==> src/rtl/mdf_pkg.sv <==
// ----------------------------------------------------------------------------
// Message deframer package
// Shared constants and types for the message deframer.
// ----------------------------------------------------------------------------
package mdf_pkg;

    // Width of the length header value and of the payload down counter.
    localparam int LENGTH_WIDTH = 16;

    // Character codes that the parser recognizes.
    localparam logic [7:0] COLON_CHAR   = 8'h3A;
    localparam logic [7:0] NEWLINE_CHAR = 8'h0A;
    localparam logic [7:0] DIGIT_ZERO   = 8'h30;
    localparam logic [7:0] DIGIT_NINE   = 8'h39;

    // Framing mode codes.
    localparam logic MODE_LENGTH  = 1'b0;
    localparam logic MODE_NEWLINE = 1'b1;

    // One result of the parser for one received byte.
    typedef struct packed {
        logic       valid;
        logic [7:0] payload_byte;
        logic       has_byte;
        logic       end_of_message;
        logic       malformed_header;
    } mdf_result_t;

endpackage

==> src/rtl/mdf_core.sv <==
// ----------------------------------------------------------------------------
// Message deframer parser core
// Holds the header and payload state and works out the result for each
// accepted byte in one pass.
// ----------------------------------------------------------------------------
module mdf_core (
    input  logic                clk,
    input  logic                rst_n,
    input  logic                framing_mode,
    input  logic                rx_accept,
    input  logic [7:0]          rx_byte,
    output mdf_pkg::mdf_result_t result
);
    import mdf_pkg::*;

    localparam int ACC_WIDTH = LENGTH_WIDTH + 4;

    logic                    in_payload_reg, in_payload_next;
    logic [LENGTH_WIDTH-1:0] length_reg, length_next;
    logic                    header_bad_reg, header_bad_next;
    logic                    has_digit_reg, has_digit_next;

    logic [LENGTH_WIDTH-1:0] remaining;
    logic [ACC_WIDTH-1:0]    acc_value;
    logic                    is_digit;

    // Shared datapath terms: count down and digit accumulate (x*10 + d).
    assign remaining = (length_reg == '0) ? '0 : length_reg - 1'b1;
    assign is_digit  = (rx_byte >= DIGIT_ZERO) && (rx_byte <= DIGIT_NINE);
    assign acc_value = ({4'b0, length_reg} << 3) + ({4'b0, length_reg} << 1)
                     + ACC_WIDTH'(rx_byte - DIGIT_ZERO);

    // Next state and result for the byte at the input.
    always_comb
    begin
        in_payload_next = in_payload_reg;
        length_next     = length_reg;
        header_bad_next = header_bad_reg;
        has_digit_next  = has_digit_reg;
        result          = '0;

        if (framing_mode == MODE_NEWLINE)
        begin
            // Newline mode leaves the length-mode state alone.
            result.valid = 1'b1;
            if (rx_byte == NEWLINE_CHAR)
            begin
                result.end_of_message = 1'b1;
            end
            else
            begin
                result.payload_byte = rx_byte;
                result.has_byte     = 1'b1;
            end
        end
        else if (in_payload_reg)
        begin
            result.valid        = 1'b1;
            result.payload_byte = rx_byte;
            result.has_byte     = 1'b1;
            length_next         = remaining;
            if (remaining == '0)
            begin
                in_payload_next       = 1'b0;
                header_bad_next       = 1'b0;
                has_digit_next        = 1'b0;
                result.end_of_message = 1'b1;
            end
        end
        else if (rx_byte == COLON_CHAR)
        begin
            if (header_bad_reg || !has_digit_reg)
            begin
                // Empty or bad header is reported and dropped.
                length_next             = '0;
                header_bad_next         = 1'b0;
                has_digit_next          = 1'b0;
                result.valid            = 1'b1;
                result.malformed_header = 1'b1;
            end
            else if (length_reg == '0)
            begin
                // A zero length gives nothing and restarts the header.
                header_bad_next = 1'b0;
                has_digit_next  = 1'b0;
            end
            else
            begin
                in_payload_next = 1'b1;
                header_bad_next = 1'b0;
                has_digit_next  = 1'b0;
            end
        end
        else if (is_digit)
        begin
            has_digit_next = 1'b1;
            if (!header_bad_reg)
            begin
                if (acc_value[ACC_WIDTH-1:LENGTH_WIDTH] != '0)
                begin
                    header_bad_next = 1'b1;
                end
                else
                begin
                    length_next = acc_value[LENGTH_WIDTH-1:0];
                end
            end
        end
        else
        begin
            header_bad_next = 1'b1;
        end

        if (!rx_accept)
        begin
            result.valid = 1'b0;
        end
    end

    // Parser state registers, updated on every accepted transaction.
    always_ff @(posedge clk or negedge rst_n)
    begin
        if (!rst_n)
        begin
            in_payload_reg <= 1'b0;
            length_reg     <= '0;
            header_bad_reg <= 1'b0;
            has_digit_reg  <= 1'b0;
        end
        else if (rx_accept)
        begin
            in_payload_reg <= in_payload_next;
            length_reg     <= length_next;
            header_bad_reg <= header_bad_next;
            has_digit_reg  <= has_digit_next;
        end
    end

    // While in payload the count is never zero and the header flags are clear.
    a_payload_count: assert property (@(posedge clk) disable iff (!rst_n)
        in_payload_reg |-> (length_reg != '0))
        else $error("payload state with zero remaining count");

    a_payload_flags: assert property (@(posedge clk) disable iff (!rst_n)
        in_payload_reg |-> (!header_bad_reg && !has_digit_reg))
        else $error("header flags set during payload");

    // Newline mode must not disturb the length-mode state.
    a_newline_keeps: assert property (@(posedge clk) disable iff (!rst_n)
        (rx_accept && framing_mode == MODE_NEWLINE) |=>
        ($stable(in_payload_reg) && $stable(length_reg) && $stable(header_bad_reg)))
        else $error("newline mode changed length-mode state");

    // The last payload byte ends the message and leaves the payload state.
    a_last_byte: assert property (@(posedge clk) disable iff (!rst_n)
        (rx_accept && framing_mode == MODE_LENGTH && in_payload_reg
         && length_reg == LENGTH_WIDTH'(1)) |=> !in_payload_reg)
        else $error("payload state kept after last byte");

endmodule

==> src/rtl/message_deframer.sv <==
// ----------------------------------------------------------------------------
// Message deframer
// Splits a received byte stream into length-prefixed or newline-separated
// messages and streams the payload bytes out as they arrive.
// ----------------------------------------------------------------------------
// A result is registered and appears on m_tvalid in the cycle after its input transaction.
// Throughput: one byte per cycle; the parser does its whole step in one pass
// between the input handshake and the output register.
// A stalled output holds the input off only while the output register is full.
// Reset clears the mode to length framing, the parser to header state, and
// empties the output register.
// ----------------------------------------------------------------------------
module message_deframer (
    input  logic       clk,
    input  logic       rst_n,
    // Configuration
    input  logic       cfg_wr_en,
    input  logic       cfg_wr_data,      // framing_mode
    // Input stream
    input  logic       s_tvalid,
    output logic       s_tready,
    input  logic [7:0] s_tdata,          // [7:0] rx_byte
    // Output stream
    output logic       m_tvalid,
    input  logic       m_tready,
    output logic [7:0] m_tdata,          // [7:0] payload_byte
    output logic       m_tlast,          // end_of_message
    output logic [1:0] m_tuser           // [0] has_byte, [1] malformed_header
);
    import mdf_pkg::*;

    logic        framing_mode_reg;
    logic        out_valid_reg, out_valid_next;
    logic [7:0]  out_byte_reg;
    logic        out_has_reg;
    logic        out_eom_reg;
    logic        out_mal_reg;
    logic        rx_accept;
    mdf_result_t result;

    // Mode register.
    always_ff @(posedge clk or negedge rst_n)
    begin
        if (!rst_n)
        begin
            framing_mode_reg <= MODE_LENGTH;
        end
        else if (cfg_wr_en)
        begin
            framing_mode_reg <= cfg_wr_data;
        end
    end

    // Input is taken whenever the output register is free or being drained.
    assign s_tready  = !out_valid_reg || m_tready;
    assign rx_accept = s_tvalid && s_tready;

    mdf_core u_core (
        .clk          (clk),
        .rst_n        (rst_n),
        .framing_mode (framing_mode_reg),
        .rx_accept    (rx_accept),
        .rx_byte      (s_tdata),
        .result       (result)
    );

    // Output register occupancy.
    always_comb
    begin
        out_valid_next = out_valid_reg;
        if (rx_accept)
        begin
            out_valid_next = result.valid;
        end
        else if (m_tready)
        begin
            out_valid_next = 1'b0;
        end
    end

    always_ff @(posedge clk or negedge rst_n)
    begin
        if (!rst_n)
        begin
            out_valid_reg <= 1'b0;
        end
        else
        begin
            out_valid_reg <= out_valid_next;
        end
    end

    // Output payload, loaded with each new result.
    always_ff @(posedge clk)
    begin
        if (rx_accept && result.valid)
        begin
            out_byte_reg <= result.payload_byte;
            out_has_reg  <= result.has_byte;
            out_eom_reg  <= result.end_of_message;
            out_mal_reg  <= result.malformed_header;
        end
    end

    assign m_tvalid = out_valid_reg;
    assign m_tdata  = out_byte_reg;
    assign m_tlast  = out_eom_reg;
    assign m_tuser  = {out_mal_reg, out_has_reg};

endmodule
==> config.mk <==
export PLATFORM = sky130hd
export DESIGN_NAME = message_deframer
export DESIGN_NICKNAME = d
export VERILOG_FILES = /design/src/rtl/mdf_pkg.sv /design/src/rtl/mdf_core.sv /design/src/rtl/message_deframer.sv
export SDC_FILE = /design/constraint.sdc
export NUM_CORES = 1
export LEC_CHECK = 0
export ABC_AREA = 1
export BUFFER_PORTS_ARGS = -buffer_cell sky130_fd_sc_hd__buf_4
export CAP_MARGIN = 20
export CORE_MARGIN = 4
export CORE_UTILIZATION = 50
export CTS_CLUSTER_SIZE = 30
export DETAILED_ROUTE_END_ITERATION = 8
export PLACE_DENSITY = 0.79
export SLEW_MARGIN = 20
export SYNTH_ARGS = -nofsm -noshare
export SYNTH_HDL_FRONTEND = slang
export SYNTH_HIERARCHICAL = 1
export SYNTH_SLANG_ARGS = --single-unit
==> constraint.sdc <==
create_clock -name clk -period 3.4 [get_ports clk]
set_clock_uncertainty 0.15 [all_clocks]
set_input_delay 0.34 -clock clk [delete_from_list [all_inputs] [get_ports clk]]
set_output_delay 0.34 -clock clk [all_outputs]
set_load 0.005 [all_outputs]
After elaboration in Yosys (flattened, before gate mapping) --
Cells that the tools add are included.
Cells by class: add/sub/neg operators 4, magnitude comparators 2, equal/unequal tests 6, mux-type cells 32, bitwise operators 1, reduce and logical (&&, ||, !) cells 17
Operators by type and width (count):
- 2-to-1 mux 16 bit | 7
- zero test 16 bit | 2
- 2-to-1 mux 1 bit | 22
- adder 19 x 17 -> 20 bit | 1
- adder 20 bit | 1
- subtractor 16 x 1 -> 16 bit, second input constant | 1
- 2-to-1 mux 11 bit | 1
- 2-to-1 mux 10 bit | 1
- 2-to-1 mux 9 bit | 1
- subtractor 8 x 6 -> 9 bit, second input constant | 1
- equality test 8 x 4 -> 1 bit, second input constant | 1
- equality test 8 x 6 -> 1 bit, second input constant | 1
- >= comparator 8 x 6 -> 1 bit, second input constant | 1
- less-or-equal comparator 8 x 6 -> 1 bit, second input constant | 1
- inequality test 3 x 2 -> 1 bit, second input constant | 2
- AND reduction 6 bit | 1
- AND reduction 4 bit | 1
- nonzero test 4 bit | 1
- logical AND 1 bit | 3
- inequality test 3 x 1 -> 1 bit, second input constant | 1
- AND reduction 3 bit | 1
- nonzero test 3 bit | 1
- zero test 1 bit | 2
- logical OR 1 bit | 2
- other kinds (5) | 5
Storage, ports and cells: bits in registers 32, input port bits 14, output and inout bits 13, logic and storage cells 72

Depth between registers and ports, before layout --
Gate-level depths: netlist (run 1).
depth after elaboration 8, gate-level depth with buffers 21, gate-level depth less buffers 20

Modules after synthesis --
The synthesis (run 1) kept the hierarchy.
By module, submodules not included:
- mdf_core | instances 1, cells each 511, area each 3128.0 um^2, seq. area each 475.5 um^2
- message_deframer | instances 1, cells each 26, area each 446.7 um^2, seq. area each 380.4 um^2

Least setup slack after synthesis (run 1) --
No wires, ideal clock.
path kind in2reg, start point in s_tdata[4], end point reg u_core.length_reg[2], library setup time 0.117 ns, data arrival time 3.704 ns, data required time 3.133 ns, slack -0.572 ns, cell stages on the path 19, path buffers 1, cell sequence ha_1 > nor3_1 > fa_1 > ha_1 > nand2_1 > inv_1 > a21oi_1 > nor2_1 > nor2_1 > nand2_1 > nand2_1 > nand2_1 > nor2_2 > nand2_1 > nand2_2 > nand2_4 > buf_6 > nand2_1 > nand2_1
On the way: cells in the longest elaborated chain, start to end 5, elaborated cells between the ends (all ways) 14, classes of those cells add/sub (2); order compare (2); eq/ne (4); mux (2); reduce/logical (4)
Ends and longest elaborated chain:
- start: declaration | RTL line message_deframer.sv:22 | input logic [7:0] s_tdata,
- subtractor 8 x 6 -> 9 bit | RTL line mdf_core.sv:31 | + ACC_WIDTH'(rx_byte - DIGIT_ZERO);
- adder 20 bit | RTL line mdf_core.sv:31
- nonzero test 4 bit | RTL line mdf_core.sv:99 | if (acc_value[ACC_WIDTH-1:LENGTH_WIDTH] != '0)
- inequality test 3 x 1 -> 1 bit (no line)
- AND reduction 6 bit (no line)
- end signal: assignment | RTL line mdf_core.sv:133 | length_reg <= length_next;
- end: declaration | RTL line mdf_core.sv:19 | logic [LENGTH_WIDTH-1:0] length_reg, length_next;
Parallel ways exist; a longest one is shown, timed or not. A chain may end at the register's enable or synchronous reset.

Worst setup path after layout (run 1) --
start point in s_tdata[4], end point reg u_core.length_reg[12]
On the way: cells in the longest elaborated chain, start to end 7, elaborated cells between the ends (all ways) 17, classes of those cells add/sub (2); order compare (2); eq/ne (4); mux (5); reduce/logical (4)
Ends and longest elaborated chain:
- subtractor 8 x 6 -> 9 bit | RTL line mdf_core.sv:31
- adder 20 bit | RTL line mdf_core.sv:31
- 2-to-1 mux 16 bit | RTL line mdf_core.sv:99
- 2-to-1 mux 16 bit | RTL line mdf_core.sv:97 | if (!header_bad_reg)
- 2-to-1 mux 16 bit | RTL line mdf_core.sv:94 | else if (is_digit)
- 2-to-1 mux 16 bit | RTL line mdf_core.sv:70 | else if (rx_byte == COLON_CHAR)
- 2-to-1 mux 16 bit | RTL line mdf_core.sv:56 | else if (in_payload_reg)
Parallel ways exist; a longest one is shown, timed or not. The select of a mux whose other input is x is not followed.

==> flow_summary.ini, run 1 <==
[synthesis]
yosysWarnings = 6
netlist_instances = 537
syn_nets = 591
syn_avg_cell_area_um2 = 6.66
yosysSeqAreaShare_pct = 23.9
synth.ff_latch_count = 32
synth_area_mm2 = 0.00357
ys_types = 38

[clocking]
clk_pin_slew_ns = 0.07
ctsRootBufferMaster = clkbuf_8
cts_tree = done
clock_path_buffers = 2
cts_buffers = 5
cts_max_level = 2
insertion_delay_ns = 0.28
clock_sinks = 32

[drt]
dr_wl_met2_um = 4640
vias_per_cell = 5.43
drtIter0Drc = 222
num_vias = 3677
ant_nets = 0
dr.pass1.iters = 5
routed-wl-met3_um = 630
routed.top_layer = met4
wl_um = 9450
drc = 0
drt-wirelength-per-cell_um = 14.0
wl_met1_um = 3820

[timing]
fin_crit_sh_pct = 94.3
fin_crit_ns = 3.21
finalHoldViolations = 0
tightestPinTransition_ns = 0.721
fmax_mhz = 312
setup_tns_ns = 0
drv_slew = 0
relSlewSlack_pct = 51.7
whs_ns = 0.108
final-setup-viol-count = 0
setup_ws_ns = 0.194

[layout]
fin_util_pct = 61.1
largest_reg_flops = 16
drive_above_1_share_pct = 14.6
multi_input_area_mm2 = 0.00251
nFillCells = 634
syn_to_final_growth_pct = 17.4
stdcell_area_mm2 = 0.00420
num_antenna_cells = 0
nNetsFinal = 634
layoutNonFillerInstCount = 677
seq_area_um2 = 856

[run_status]
status = completed

[pwr]
leakage_nw = 2.16
power_density_mw_per_mm2 = 1030
vdd_drop_max_uv = 525
finalPower_mw = 4.33

[worst_hold_path]
min_from = cfg_wr_en
hp-class = in -> reg

[worst_setup_path]
path_class = in -> reg
end_kind = flip-flop
worstPathArrival_ns = 3.27
critPathLaunchType = primary input
r2r_start = u_core/length_reg[0]$_DFFE_PN0P_
crit_required_ns = 3.46
crit_start = s_tdata[4]
crit_path_max_fanout = 11

[placed_design]
dp_hpwl_um = 7560
pre_cts_ws_ns = -0.101
gp_congestion = 0.983
postPlaceCellArea_mm2 = 0.00398
io_buffers = 26
dp_cells = 667

[global_route]
grt_max_degree = 22
grtUsageTotal_pct = 22.1
first_global_vias = 3326
grt-ovfl-total = 0
antenna_found_initial = 0
grt_pass1_wl_um = 15300

[floorplanning]
die_x_um = 92.6
initial_core_util_pct = 52.0
die_h_um = 92.6
rows = 30
dieArea_mm2 = 0.00857
io_pins = 27
fp.coreArea_mm2 = 0.00687

[flow_run]
drv_cap = 0
==> cells in the mapped netlist, drive strengths merged <==
cell,count,share of area (%)
a21oi,16,2.3
a31oi,1,0.18
and2,1,0.18
buf,8,1.5
clkbuf,1,0.10
clkinv,2,0.24
dfrtp,21,15
edfxtp,11,9.2
fa,15,8.4
ha,25,8.8
inv,64,6.7
nand2,178,19
nand3,61,8.8
nand4,6,1.1
nor2,72,8.6
nor3,6,1.2
nor3b,1,0.21
nor4,1,0.18
o21a,1,0.21
o21ai,19,2.7
o21bai,5,1.1
o22ai,8,1.4
o311ai,1,0.25
or2,5,0.88
xnor2,7,1.7
xor2,1,0.25
==> final timing paths <==
path	endpoint	slack [ns]	depth (start not counted)
hold / removal	framing_mode_reg$_DFFE_PN0P_	0.11	2
min in group asynchronous	framing_mode_reg$_DFFE_PN0P_	0.35	2
setup reg to reg	u_core/length_reg[12]$_DFFE_PN0P_	0.26	16
setup / recovery	u_core/length_reg[12]$_DFFE_PN0P_	0.19	18
max in group asynchronous	u_core/length_reg[11]$_DFFE_PN0P_	2.53	2
hold reg to reg	u_core/has_digit_reg$_DFFE_PN0P_	0.35	2
==> worst max-delay path, stage by stage <==
cell     delay [ns]
buf_4          0.12
ha_1           0.23
nor3_4         0.16
buf_12         0.17
fa_1           0.42
ha_1           0.38
nand2_1        0.13
buf_4          0.16
nor3_1         0.21
nand2_2        0.08
nand3_1        0.07
nand2_1        0.08
nor2_2         0.17
nand2_2        0.09
nand2_4        0.10
buf_4          0.16
nand3_1        0.08
nand2_1        0.11
==> metal layers <==
| metal | global-route usage [%] | vias to the layer above |
|---|---|---|
| met4 | 10.9 | 0 |
| met5 | 0 | - |
| li1 | - | 1825 |
| met2 | 37.6 | 178 |
| met3 | 3.90 | 34 |
| met1 | 26.9 | 1640 |
==> cell type report <==
class                           count  share of cell area, %
Sequential cell                    32                   20.4
Clock buffer                        6                   1.73
Tap cell                           96                   2.86
Multi-Input combinational cell    430                   59.8
Timing Repair Buffer               45                   8.41
Inverter                           66                   5.93
Clock inverter                      2                  0.835
==> cell usage in the layout (no fill, tap or decap), types with 3 or more instances in the layout <==
cell,instances
ha_1,20
nand2_1,170
nor2_4,3
nor2_2,6
xnor2_1,6
fa_1,15
nand2_2,6
buf_4,43
o21ai_0,18
dfrtp_1,21
o22ai_1,8
o21bai_1,5
nand4_1,6
nand3_1,59
a21oi_1,15
ha_4,4
nor3_1,4
inv_1,64
or2_2,5
nor2_1,63
clkbuf_8,5
edfxtp_1,11
==> cell families (layout without fill, tap and decap cells) <==
family                     count (synthesis)  in the layout  synth area share, %
AOI/OAI and AO/OA                         51             51                 8.09
xor gates and xnor gates                   8              8                 1.96
adders and majority gates                 40             40                 17.2
buffers and inverters                     75            119                 8.61
DFF                                       32             32                 23.9
and+or+nand+nor                          331            331                 40.3
==> report_power, final <==
part | switching, mW | internal (mW)
Sequential | 0.237 | 0.516
Combinational | 1.91 | 1.31
Clock | 0.140 | 0.217
Total | 2.29 | 2.05
==> timing repair <==
item | CTS | global route
endpoints found under the hold margin | 21 | 0
resized for setup | 0 | 12
endpoints found under the setup margin | 0 | 16
hold buffers | 1 | 0
setup buffers | 0 | 1
Power figures use the tool's default switching activity.
==> run 2: changes to the inputs <==
--- a/config.mk
+++ b/config.mk
@@ -10,6 +10,7 @@
 export CAP_MARGIN = 20
 export CORE_MARGIN = 4
 export CORE_UTILIZATION = 50
+export CTS_BUF_LIST = sky130_fd_sc_hd__clkbuf_2 sky130_fd_sc_hd__clkbuf_4 sky130_fd_sc_hd__clkbuf_8
 export CTS_CLUSTER_SIZE = 30
 export DETAILED_ROUTE_END_ITERATION = 8
 export PLACE_DENSITY = 0.79
==> constraint.sdc (replaced) <==
create_clock -name clk -period 3.4 [get_ports clk]
set_clock_uncertainty 0.15 [all_clocks]
set_input_delay 0.34 -clock clk [delete_from_list [all_inputs] [get_ports clk]]
set_output_delay 0.34 -clock clk [all_outputs]
set_load 0.1 [all_outputs]
==> flow_summary.ini, run 2 (same netlist as run 1, synthesis figures left out) <==
[run_status]
status = completed

[layout]
num_antenna_cells = 0
drive_above_1_share_pct = 14.5
layoutNonFillerInstCount = 676
fin_util_pct = 60.9
syn_to_final_growth_pct = 17.0
largest_reg_flops = 16
final_cell_mix = nand2_1, inv_1, nor2_1
final_common_cell = nand2_1
nFillCells = 637
nNetsFinal = 633

[floorplanning]
die_h_um = 92.6
fp.coreArea_mm2 = 0.00687
io_pins = 27
initial_core_util_pct = 52.0
dieArea_mm2 = 0.00857
die_x_um = 92.6
rows = 30

[global_route]
grt_pass1_wl_um = 15300
antenna_found_initial = 0
grtUsageTotal_pct = 22.2
grt-ovfl-total = 0
grt_max_degree = 22
first_global_vias = 3321

[pwr]
leakage_nw = 2.16
vdd_drop_max_uv = 520
power_density_mw_per_mm2 = 1060

[worst_setup_path]
rr_worst_depth = 16
end_kind = flip-flop
crit_path_max_fanout = 11
path_class = in -> reg
worstPathArrival_ns = 3.26
critPathLaunchType = primary input
crit_required_ns = 3.47

[placed_design]
dp_hpwl_um = 7560
dp_cells = 667
gp_congestion = 0.983
io_buffers = 26

[timing]
drv_slew = 0
fin_crit_sh_pct = 94.0
fin_crit_ns = 3.20
rsz0062_at_grt = false
tightestPinTransition_ns = 0.714
final-setup-viol-count = 0
relSlewSlack_pct = 52.2
finalHoldViolations = 0
whs_ns = 0.107
fmax_mhz = 313

[drt]
ant_nets = 0
num_vias = 3669
drt-wirelength-per-cell_um = 13.8
drc = 0
vias_per_cell = 5.43
dr.pass1.iters = 5
drtIter0Drc = 328
wl_um = 9360

[flow_run]
drv_cap = 0

[clocking]
cts_setup_buffers = 0
clock_sinks = 32
ctsRootBufferMaster = clkbuf_8
insertion_delay_ns = 0.28
cts_max_level = 2
cts_buffers = 5
clk_pin_slew_ns = 0.07
cts_tree = done
clock_path_buffers = 2

[worst_hold_path]
holdPathStages = 2
hp-class = in -> reg
-- run 2: cell count changes in the layout (fill, tap and decap cells not counted), sizes merged --
| cell | change |
|---|---|
| buf | -1 |
-- run 2: critical path: stages --
cell and delay (ns):
buf_4 0.12, ha_1 0.23, nor3_4 0.16, buf_12 0.17
fa_1 0.42, ha_1 0.37, nand2_1 0.15, inv_1 0.07
nand2_1 0.06, nand3_1 0.09, a21oi_1 0.18, nand2_1 0.07
nand2_1 0.05, nand2_1 0.04, nor2_1 0.17, nand2_2 0.10
nand2_4 0.10, buf_4 0.16, nand3_1 0.08, nand2_1 0.11
-- run 2: final timing paths --
kind,startpoint,end,slack [ns]
min in group asynchronous,rst_n,framing_mode_reg$_DFFE_PN0P_,0.35
worst max register to register,u_core/length_reg[0]$_DFFE_PN0P_,u_core/length_reg[12]$_DFFE_PN0P_,0.26
worst max-delay path,s_tdata[4],u_core/length_reg[12]$_DFFE_PN0P_,0.20
max in group asynchronous,rst_n,u_core/length_reg[14]$_DFFE_PN0P_,2.53
worst min register to register,u_core/has_digit_reg$_DFFE_PN0P_,u_core/has_digit_reg$_DFFE_PN0P_,0.35
worst min-delay path,cfg_wr_en,framing_mode_reg$_DFFE_PN0P_,0.11
-- run 2: report_power, final --
part	switching, mW	internal (mW)	leakage [nW]
clock	0.140	0.225	0.0586
sequential	0.237	0.516	0.368
combinational	2.00	1.31	1.73
-- run 2: through the flow --
stage          setup TNS (ns)  power [mW]  instance area, um^2  setup slack [ns]
2_1_floorplan               0        2.98                 3590            0.0729
3_3_place_gp         -0.00111        3.79                 3980         -0.000608
3_5_place_dp            -1.10        3.85                 3980            -0.101
4_1_cts                     0        4.25                 4100             0.170
5_1_grt                     0        4.87                 4180           0.00107
6_report                    0        4.42                 4180             0.204
-- run 2: repair_timing --
action,CTS,global route
gates resized for setup,0,10
hold endpoints to repair,21,0
hold buffers,1,0
endpoints found under the setup margin,0,16
-- run 2: cell type report --
class                   count  area [um^2]  share of cell area, %
clock inverters             2         35.0                  0.838
clock buffers               6         76.3                   1.82
multi-input cells         430         2500                   59.8
well taps                  96          120                   2.87
flip-flops and latches     32          856                   20.5
repair buffers             44          345                   8.26
inverters                  66          249                   5.95
-- run 2: per-layer routing --
metal	part of all wire, %	GRT usage (%)	up-vias
li1	-	-	1823
met1	41	26.9	1642
met2	49	37.6	170
met3	6.6	4.14	34
met4	3.8	10.9	0
met5	0	0	-
==> run 3: changes to the inputs <==
--- a/config.mk
+++ b/config.mk
@@ -14,7 +14,8 @@
 export CTS_CLUSTER_SIZE = 30
 export DETAILED_ROUTE_END_ITERATION = 8
 export PLACE_DENSITY = 0.79
-export SLEW_MARGIN = 20
+export REMOVE_ABC_BUFFERS = 1
+export SLEW_MARGIN = 10
 export SYNTH_ARGS = -nofsm -noshare
 export SYNTH_HDL_FRONTEND = slang
 export SYNTH_HIERARCHICAL = 1
==> flow_summary.ini, run 3 (same netlist as run 1, synthesis figures left out) <==
[drt]
wl_um = 9430
drc = 0
ant_nets = 0
num_vias = 3704
dr.pass1.iters = 6
drtIter0Drc = 313
drt-wirelength-per-cell_um = 13.9
vias_per_cell = 5.46

[placed_design]
postPlaceCellArea_mm2 = 0.00398
pre_cts_ws_ns = -0.0809
io_buffers = 26
gp_congestion = 0.944
dp_hpwl_um = 7710

[timing]
drv_slew = 0
final-setup-viol-count = 0
relSlewSlack_pct = 52.7
fin_crit_ns = 3.16
setup_ws_ns = 0.238
fmax_mhz = 316
rsz0062_at_grt = false
fin_crit_sh_pct = 93.0
finalHoldViolations = 0
tightestPinTransition_ns = 0.707

[clocking]
cts_buffers = 5
ctsRootBufferMaster = clkbuf_8
cts_max_level = 2
clock_sinks = 32
clock_path_buffers = 2
clk_pin_slew_ns = 0.07
insertion_delay_ns = 0.28
cts_tree = done

[run_status]
status = completed

[pwr]
internal_power_mw = 2.04
vdd_drop_max_uv = 588
pwr-share-comb_pct = 74.8
p_clk_share_pct = 8.3
swShare_pct = 53.7
p_seq_share_pct = 16.9
p_sw_mw = 2.36
power_density_mw_per_mm2 = 1050
leakage_nw = 2.16

[worst_hold_path]
holdPathStages = 2
hp-class = in -> reg

[global_route]
grtUsageTotal_pct = 22.7
first_global_vias = 3495
grt_pass1_wl_um = 15600
antenna_found_initial = 0
grt_max_degree = 22
grt-ovfl-total = 0

[floorplanning]
die_x_um = 92.6
dieArea_mm2 = 0.00857
io_pins = 27
fp.coreArea_mm2 = 0.00687
initial_core_util_pct = 52.0
rows = 30
die_h_um = 92.6

[layout]
final_common_cell = nand2_1
drive_above_1_share_pct = 14.4
num_antenna_cells = 0
stdcell_area_mm2 = 0.00417
nFillCells = 642
syn_to_final_growth_pct = 16.8
nNetsFinal = 635
fin_util_pct = 60.8
final_cell_mix = nand2_1, inv_1, nor2_1
largest_reg_flops = 16

[worst_setup_path]
cp_slowest_stage_delay_ns = 0.48
crit_required_ns = 3.47
worst_path_most_repeated_cell = nand2_1
slowest_stage = fa_1
crit_path_max_fanout = 9
worstPathArrival_ns = 3.23
end_kind = flip-flop
path_class = in -> reg
critPathLaunchType = primary input
path_cells = buf_4 -> ha_1 -> buf_4 -> xnor2_1 -> fa_1 -> ha_4 -> a21oi_2 -> nor2_1 -> nor2_1 -> nand2_1 -> nand2_1 -> nand2_1 -> nand2_1 -> nand2_1 -> nor2_1 -> nand2_1 -> nand2_2 -> buf_4 -> nand3_1 -> nand2_1
rr_worst_depth = 16

[flow_run]
drv_cap = 0
==> run 3: repair_timing <==
item,CTS,global route
buffers inserted,0,1
resized for setup,0,9
setup endpoints to repair,0,16
hold buffers,1,0
endpoints found under the hold margin,21,0
==> run 3: area by class of cell <==
cell class | count | area [um^2] | share of cell area [%]
clock inverters | 2 | 35.0 | 0.839
repair buffers | 46 | 360 | 8.63
well taps | 96 | 120 | 2.88
multi-input cells | 430 | 2480 | 59.4
inverters | 66 | 249 | 5.97
clock buffers | 6 | 76.3 | 1.83
flip-flops and latches | 32 | 856 | 20.5
==> run 3: worst max-delay path, delay by kind of cell <==
family	cells	cell delay, ns
simple gates	12	1.07
xor+xnor	1	0.16
fa+ha+maj	3	0.99
buf+inv	3	0.46
compound gates	1	0.19
==> run 3: per-layer routing <==
| layer | GRT usage (%) | share of wire (%) | up-vias |
|---|---|---|---|
| li1 | - | - | 1820 |
| met1 | 27.8 | 41 | 1665 |
| met2 | 39.2 | 49 | 182 |
| met3 | 3.25 | 6.6 | 37 |
| met4 | 10.4 | 4.2 | 0 |
| met5 | 0 | 0 | - |
==> run 3: final timing paths <==
kind / from / end / slack (ns)
max: s_tdata[4] / u_core/length_reg[5]$_DFFE_PN0P_ / 0.24
min: cfg_wr_en / framing_mode_reg$_DFFE_PN0P_ / 0.11
max reg2reg: u_core/length_reg[3]$_DFFE_PN0P_ / u_core/length_reg[5]$_DFFE_PN0P_ / 0.25
min reg2reg: u_core/has_digit_reg$_DFFE_PN0P_ / u_core/has_digit_reg$_DFFE_PN0P_ / 0.36
max in group asynchronous: rst_n / u_core/length_reg[4]$_DFFE_PN0P_ / 2.55
min in group asynchronous: rst_n / framing_mode_reg$_DFFE_PN0P_ / 0.32
==> run 3: power groups by stage <==
stage	Clock, mW	Combinational (mW)	Sequential (mW)
2_1_floorplan	0	2.16	0.787
3_3_place_gp	0	3.03	0.750
3_5_place_dp	0	3.10	0.753
4_1_cts	0.369	3.13	0.746
5_1_grt	0.384	3.68	0.771
6_report	0.366	3.29	0.745
==> run 3: per-stage QoR <==
stage / hold slack, ns / cells / setup TNS, ns / power [mW]
floorplan: -0.106 / 528 / -9.84 / 2.94
global route: 0.112 / 678 / 0 / 4.83
detailed placement: 0.0934 / 668 / -0.684 / 3.85
CTS: 0.105 / 677 / 0 / 4.25
finish: 0.110 / 678 / 0 / 4.40
global placement: 0.0914 / 668 / 0 / 3.78
